$ cat config.mk
export PLATFORM = sky130hd
export DESIGN_NAME = xor_checked_frame_deframer_core
export DESIGN_NICKNAME = d
export VERILOG_FILES = /design/src/rtl/xcfd_pkg.sv /design/src/rtl/xor_checked_frame_deframer_core.sv /design/src/rtl/xcfd_payload_ram.sv
export SDC_FILE = /design/constraint.sdc
export NUM_CORES = 1
export LEC_CHECK = 0
export BUFFER_PORTS_ARGS = -buffer_cell sky130_fd_sc_hd__buf_2
export CORE_AREA = 3 3 200 202
export CTS_BUF_LIST = sky130_fd_sc_hd__clkbuf_16
export DETAILED_ROUTE_END_ITERATION = 10
export DIE_AREA = 0 0 203 205
export PLACE_DENSITY = 0.77
export RECOVER_POWER = 50
export SETUP_SLACK_MARGIN = 0.1
export SYNTH_ARGS = -nofsm -noshare
export SYNTH_HDL_FRONTEND = slang
export SYNTH_SLANG_ARGS = --single-unit
$ cat constraint.sdc
create_clock -name clock -period 3.8 [get_ports clock]
set_input_delay 0.57 -clock clock [delete_from_list [all_inputs] [get_ports clock]]
set_output_delay 0.57 -clock clock [all_outputs]
set_load 0.005 [all_outputs]
$ cat src/rtl/xcfd_pkg.sv
// shared constants and types for the xor-checked frame deframer
// no dependencies; imported by every module of the block
package xcfd_pkg;

   localparam int BYTE_W        = 8;
   localparam int CFG_W         = 7;
   localparam int IDX_W         = 6;
   localparam int RSP_DATA_W    = 24;
   localparam int BUF_DEPTH_DEF = 64;

   localparam logic [CFG_W-1:0]  MAX_PAYLOAD_RST = 7'd64;

   localparam logic [BYTE_W-1:0] SYNC_DOLLAR = 8'h24;
   localparam logic [BYTE_W-1:0] SYNC_M      = 8'h4D;
   localparam logic [BYTE_W-1:0] SYNC_LT     = 8'h3C;

   typedef struct packed {
      logic              last;
      logic              has_payload;
      logic [IDX_W-1:0]  byte_index;
      logic [BYTE_W-1:0] payload_byte;
      logic [BYTE_W-1:0] command_code;
   } rsp_item_type;

endpackage

$ cat src/rtl/xor_checked_frame_deframer_core.sv
// Request-frame deframer: '$' 'M' '<' size command payload checksum.
// Channels: req_* takes one received byte per beat; rsp_* gives one beat per
// payload byte of a good frame (command, byte, index, last), or a single beat
// with has_payload low for an empty frame; csr_* writes max_payload.
// Header, size and payload bytes are taken at one beat per cycle; payload
// bytes go into a BUF_DEPTH-entry buffer memory as they arrive.
// After the checksum byte of a good frame the buffer is read back: each
// result is read from the memory in ST_RD and loaded into the output register
// in ST_LD; the next byte is read only once that result has been loaded.
// req_tready is low during that read-back; the last result may still wait in
// the output register while the next frame's bytes are taken.
// A stalled receiver holds the output register; read-back pauses with it.
// A bad checksum, a header mismatch or a size above max_payload (clamped to
// BUF_DEPTH) drops the frame with no output.
// Reset returns the parser to idle, drops any waiting result and sets
// max_payload to 64; the buffer needs no clearing.
// depends on xcfd_pkg and xcfd_payload_ram
module xor_checked_frame_deframer_core #(
   parameter int BUF_DEPTH = xcfd_pkg::BUF_DEPTH_DEF
) (
   input  logic                              clock,
   input  logic                              reset,
   // tdata: rx_byte [7:0]
   input  logic                              req_tvalid,
   output logic                              req_tready,
   input  logic [xcfd_pkg::BYTE_W-1:0]       req_tdata,
   // tdata: command_code [7:0], payload_byte [15:8], byte_index [21:16], zero [23:22]
   output logic                              rsp_tvalid,
   input  logic                              rsp_tready,
   output logic [xcfd_pkg::RSP_DATA_W-1:0]   rsp_tdata,
   // tuser: has_payload [0]
   output logic                              rsp_tuser,
   output logic                              rsp_tlast,
   input  logic                              csr_valid,
   output logic                              csr_ready,
   input  logic [xcfd_pkg::CFG_W-1:0]        csr_data
);
   import xcfd_pkg::*;

   localparam int ADDR_W = (BUF_DEPTH > 1) ? $clog2(BUF_DEPTH) : 1;
   localparam int CNT_W  = CFG_W;
   localparam int LIM_W  = 9;
   localparam logic [LIM_W-1:0] DEPTH_L = LIM_W'(BUF_DEPTH);

   localparam logic [2:0] ST_IDLE   = 3'd0;
   localparam logic [2:0] ST_DOLLAR = 3'd1;
   localparam logic [2:0] ST_M      = 3'd2;
   localparam logic [2:0] ST_SIZE   = 3'd3;
   localparam logic [2:0] ST_CMD    = 3'd4;
   localparam logic [2:0] ST_DATA   = 3'd5;
   localparam logic [2:0] ST_RD     = 3'd6;
   localparam logic [2:0] ST_LD     = 3'd7;

   logic [2:0]         state_ff, state_in;
   logic [CFG_W-1:0]   max_pay_ff, max_pay_in;
   logic [CNT_W-1:0]   exp_size_ff, exp_size_in;
   logic [CNT_W-1:0]   count_ff, count_in;
   logic [BYTE_W-1:0]  csum_ff, csum_in;
   logic [BYTE_W-1:0]  cmd_ff, cmd_in;
   logic               rsp_valid_ff, rsp_valid_in;
   rsp_item_type       rsp_item_ff, rsp_item_in;

   logic               req_fire;
   logic [LIM_W-1:0]   size_lim;
   logic               oversize;
   logic               store_ok;
   logic               more;
   logic [CNT_W-1:0]   cnt_inc;
   logic               last_k;
   logic               empty_frame;
   logic               out_free;
   logic               load_out;
   logic [CNT_W+ADDR_W-1:0] cnt_ext;
   logic [ADDR_W-1:0]  buf_addr;
   logic               wr_en;
   logic               rd_en;
   logic [BYTE_W-1:0]  rd_data;

   assign req_tready = (state_ff != ST_RD) && (state_ff != ST_LD);
   assign req_fire   = req_tvalid && req_tready;
   assign csr_ready  = 1'b1;

   // effective limit is max_payload clamped to the buffer depth
   assign size_lim = (LIM_W'(max_pay_ff) > DEPTH_L) ? DEPTH_L : LIM_W'(max_pay_ff);
   assign oversize = LIM_W'(req_tdata) > size_lim;
   assign store_ok = LIM_W'(count_ff) < DEPTH_L;
   assign more     = count_ff < exp_size_ff;
   assign cnt_inc  = count_ff + 7'd1;
   assign last_k   = cnt_inc == exp_size_ff;
   assign empty_frame = exp_size_ff == '0;
   assign out_free = !rsp_valid_ff || rsp_tready;
   assign load_out = (state_ff == ST_LD) && out_free;

   assign cnt_ext  = (CNT_W+ADDR_W)'(count_ff);
   assign buf_addr = cnt_ext[ADDR_W-1:0];
   assign wr_en    = (state_ff == ST_DATA) && req_fire && more && store_ok;
   assign rd_en    = state_ff == ST_RD;

   xcfd_payload_ram #(
      .DEPTH  (BUF_DEPTH),
      .ADDR_W (ADDR_W)
   ) u_payload_ram (
      .clock   (clock),
      .wr_en   (wr_en),
      .wr_addr (buf_addr),
      .wr_data (req_tdata),
      .rd_en   (rd_en),
      .rd_addr (buf_addr),
      .rd_data (rd_data)
   );

   always_comb begin
      state_in    = state_ff;
      exp_size_in = exp_size_ff;
      count_in    = count_ff;
      csum_in     = csum_ff;
      cmd_in      = cmd_ff;
      case (state_ff)
         ST_IDLE: begin
            if (req_fire && req_tdata == SYNC_DOLLAR) begin
               state_in = ST_DOLLAR;
            end
         end
         ST_DOLLAR: begin
            if (req_fire) begin
               state_in = (req_tdata == SYNC_M) ? ST_M : ST_IDLE;
            end
         end
         ST_M: begin
            if (req_fire) begin
               state_in = (req_tdata == SYNC_LT) ? ST_SIZE : ST_IDLE;
            end
         end
         ST_SIZE: begin
            if (req_fire) begin
               if (oversize) begin
                  state_in = ST_IDLE;
               end else begin
                  exp_size_in = req_tdata[CNT_W-1:0];
                  count_in    = '0;
                  csum_in     = req_tdata;
                  state_in    = ST_CMD;
               end
            end
         end
         ST_CMD: begin
            if (req_fire) begin
               cmd_in   = req_tdata;
               csum_in  = csum_ff ^ req_tdata;
               state_in = ST_DATA;
            end
         end
         ST_DATA: begin
            if (req_fire) begin
               if (more) begin
                  csum_in  = csum_ff ^ req_tdata;
                  count_in = cnt_inc;
               end else if (csum_ff == req_tdata) begin
                  // good frame: count becomes the read-back index
                  count_in = '0;
                  state_in = ST_RD;
               end else begin
                  state_in = ST_IDLE;
               end
            end
         end
         ST_RD: begin
            state_in = ST_LD;
         end
         ST_LD: begin
            if (out_free) begin
               if (empty_frame || last_k) begin
                  state_in = ST_IDLE;
               end else begin
                  count_in = cnt_inc;
                  state_in = ST_RD;
               end
            end
         end
         default: begin
            state_in = ST_IDLE;
         end
      endcase
   end

   always_comb begin
      rsp_item_in  = rsp_item_ff;
      rsp_valid_in = rsp_valid_ff && !rsp_tready;
      if (load_out) begin
         rsp_valid_in             = 1'b1;
         rsp_item_in.command_code = cmd_ff;
         rsp_item_in.has_payload  = !empty_frame;
         rsp_item_in.payload_byte = empty_frame ? '0 : rd_data;
         rsp_item_in.byte_index   = empty_frame ? '0 : count_ff[IDX_W-1:0];
         rsp_item_in.last         = empty_frame || last_k;
      end
   end

   always_comb begin
      max_pay_in = max_pay_ff;
      if (csr_valid && csr_ready) begin
         max_pay_in = csr_data;
      end
   end

   always_ff @(posedge clock) begin
      if (reset) begin
         state_ff     <= ST_IDLE;
         rsp_valid_ff <= 1'b0;
         max_pay_ff   <= MAX_PAYLOAD_RST;
      end else begin
         state_ff     <= state_in;
         rsp_valid_ff <= rsp_valid_in;
         max_pay_ff   <= max_pay_in;
      end
   end

   always_ff @(posedge clock) begin
      exp_size_ff <= exp_size_in;
      count_ff    <= count_in;
      csum_ff     <= csum_in;
      cmd_ff      <= cmd_in;
      rsp_item_ff <= rsp_item_in;
   end

   assign rsp_tvalid = rsp_valid_ff;
   assign rsp_tdata  = {2'b00, rsp_item_ff.byte_index, rsp_item_ff.payload_byte,
                        rsp_item_ff.command_code};
   assign rsp_tuser  = rsp_item_ff.has_payload;
   assign rsp_tlast  = rsp_item_ff.last;

endmodule

$ cat src/rtl/xcfd_payload_ram.sv
// payload buffer: one write port, one read port with registered read data
// depends on xcfd_pkg
module xcfd_payload_ram #(
   parameter int DEPTH  = xcfd_pkg::BUF_DEPTH_DEF,
   parameter int ADDR_W = 6
) (
   input  logic                      clock,
   input  logic                      wr_en,
   input  logic [ADDR_W-1:0]         wr_addr,
   input  logic [xcfd_pkg::BYTE_W-1:0] wr_data,
   input  logic                      rd_en,
   input  logic [ADDR_W-1:0]         rd_addr,
   output logic [xcfd_pkg::BYTE_W-1:0] rd_data
);
   import xcfd_pkg::*;

   logic [BYTE_W-1:0] mem_ff [DEPTH];
   logic [BYTE_W-1:0] rd_data_ff;

   always_ff @(posedge clock) begin
      if (wr_en) begin
         mem_ff[wr_addr] <= wr_data;
      end
   end

   always_ff @(posedge clock) begin
      if (rd_en) begin
         rd_data_ff <= mem_ff[rd_addr];
      end
   end

   assign rd_data = rd_data_ff;

endmodule

==> metrics <==
vias 14000; crit path to u_payload_ram.mem_ff[15][0]; largest net degree at the start of global routing 72; first-pass GRT wire length 90600 um; asr flop ratio synth 0; Post-Syn Area 23600 sq um; max-cap violations 7; Top FF cell, synth edfxtp_1; grt ovf 0; status finished, violations left; Final Hold Fails 0; gpl congestion 0.962; Pleak 0.00870 uW; Netlist cell types 69; Skew-Pair Late Insertion Delay 0.61 ns; Vias/cell 6.72; Post-CTS Setup Bufs 0; area grow syn2layout 12.5%; multiplexer share of the synthesized area 0.0900; worst-case clock skew 0.0148 ns; dpl hpwl 37200 um; Relative slew margins -1.26; DRC Markers 0; Tcrit/Tclk final 0.939; share of cells above drive strength 1 0.209; Worst EP arrival 3.49 ns; H-tree levels 2; final hold slack 0.188 ns; worst path bufs/invs 2; DRT Wirelength 60900 um; Worst path max stage delay 2.42 ns; fraction of synthesized cell area in xor and xnor cells 0.0112; wire per inst 29.2 um; WP data required 3.72 ns; Initial DRC Count 1933; number of synthesized flops with an enable pin 574; Tmin final 3.57 ns; Worst VDD drop 0.345 mV; reg2reg end u_payload_ram.rd_data[7]; port buffer count 45; Rows 72; Synth Area in Simple Gates 0.0542; Clock Sinks 585; CTS Buf Count 56; crit path max fanout 66; actual slew at the worst max-slew pin 3.39 ns; fin. max-slew vios 408; Top delay family on crit path buffers and inverters; Synth warnings 0; main combinational cell family by area after synthesis multiplexers; register area share after synthesis 0.738; Pwr per Cell Area 487 nW/um^2; I/O pin cnt 49; vias in the first global route 14000; r2r setup slk 0.38 ns; fmax 280 MHz; Die Ht 205 um; die area 41600 sq um; failing checks capacitance limit, slew limit; core box area 38500 sq um; worst r2r src count_ff[2]; Levels on crit path 2; CP max-delay cell clkbuf_1; TNS Setup 0 ns; CTS tree built; most frequent cells in the layout edfxtp_1 (574), nor2_1 (117), buf_4 (104); CTS root buf clkbuf_16; initial antenna violation count 3; Synth Area in Compound Gates 0.0735; crit start category input port; worst setup path startpoint req_tdata[0]; R2R cell count 8; Post-Syn Area per Cell 17.0 sq um; Synth Area in Adders 0.00794; fin cells 2086; CTS max path bufs 3; Pre-antenna DRT Iters 6; die width 203 um; ANT nets after route 0; unrepaired setup endpoints after global routing no; Inst Count DP 1985; Fillers 2444; commonest non-fill, non-tap cell in the layout edfxtp_1; worst setup path category in -> reg; final setup vio count 0; total track usage 0.296; Worst Hold Class in -> reg; Clk pin slew, worst setup/hold paths 0.06 ns; Mapped Cells 1394; FF+latch count, synth 585; worst path cell trace clkbuf_1, clkbuf_1; type of destination of the critical path flip-flop; Top cell by count, worst path clkbuf_1; initial core utilization 0.615; Nets 1560
-- layer usage --
| layer | vias to the layer above | global-route usage | routed length (um) |
|---|---|---|---|
| met5 | - | 0 | 27 |
| met1 | 6902 | 0.413 | 22100 |
| met2 | 1079 | 0.443 | 27500 |
| met3 | 210 | 0.0772 | 7970 |
| li1 | 5814 | - | - |
| met4 | 4 | 0.141 | 3220 |
-- cells in the mapped netlist (8+ instances only) --
master,count,area (sq um)
a221o_1,8,80.1
and2_1,15,93.8
a21oi_1,32,160
ha_1,15,188
clkbuf_1,29,109
nor2b_1,13,81.3
nor2_1,119,447
buf_2,31,155
nand2_1,59,221
mux4_2,44,991
a221oi_1,49,429
nor3_1,11,55.1
buf_4,8,60.1
o22ai_1,24,150
mux2i_1,51,510
a22oi_1,36,270
inv_1,15,56.3
nand3_1,20,100
mux2_2,44,495
xnor2_1,23,201
buf_6,13,146
edfxtp_1,574,17200
o21ai_0,21,105
dfxtp_1,11,220
-- per-stage QoR --
stage,power (uW),utilization,setup slack [ns],instance area (sq um)
after global placement,7770,0.648,0.340,24900
after detailed placement,7790,0.648,0.228,24900
after global routing,13300,0.691,0.156,26600
after floorplan,7580,-,0.475,23700
final,13000,0.691,0.231,26600
after CTS,13000,0.693,0.158,26600
-- cell families after synthesis --
group | Yosys count
fa+ha+maj | 15
flops | 585
mux | 149
other cells | 2
xor+xnor | 27
buf+inv | 105
compound gates | 232
simple gates | 279
-- worst min path at each step --
| stage | startpoint | endpoint | slack (ns) | depth (start not counted) |
|---|---|---|---|---|
| global route | csr_data[6] | max_pay_ff[6] | 0.21 | 3 |
| CTS | csr_data[6] | max_pay_ff[6] | 0.18 | 3 |
| detailed placement | cmd_ff[1] | rsp_tdata[1] | 0.40 | 0 |
| global placement | cmd_ff[4] | rsp_tdata[4] | 0.40 | 0 |
| floorplan | cmd_ff[0] | rsp_tdata[0] | 0.40 | 0 |
| finish | csr_data[6] | max_pay_ff[6] | 0.19 | 3 |
-- cell type report --
| cell class | instances | area, sq um | share of cell area |
|---|---|---|---|
| sequential | 585 | 17500 | 0.656 |
| tap | 518 | 648 | 0.0244 |
| timing repair buffer | 161 | 1080 | 0.0408 |
| inverter | 16 | 60.1 | 0.00226 |
| multi-input combinational | 705 | 5620 | 0.211 |
| clock buffer | 57 | 1430 | 0.0536 |
| clock inverter | 43 | 295 | 0.0111 |
| antenna | 1 | 2.50 | 0.0000941 |
-- sequential cells by signal, summed over array words and instances (netlist names) --
| signal | count |
|---|---|
| exp_size_ff | 7 |
| u_payload_ram.rd_data | 8 |
| rsp_tuser | 1 |
| rsp_tvalid | 1 |
| cmd_ff | 8 |
| rsp_tdata | 22 |
| count_ff | 7 |
| u_payload_ram.mem_ff | 512 |
| max_pay_ff | 7 |
| rsp_tlast | 1 |
| csum_ff | 8 |
| state_ff | 3 |
-- where the power goes --
group	switching, uW	internal (uW)	leakage (uW)
combinational	309	137	0.00254
sequential	63.2	7160	0.00526
clock	2320	2970	0.000902
-- timing repair --
item | CTS | global route
hold buffers | 0 | 0
setup endpoints to repair | 0 | 1
resized for setup | 0 | 1
hold endpoints to repair | 0 | 0
No activity file was read; power rests on OpenSTA's default activity.
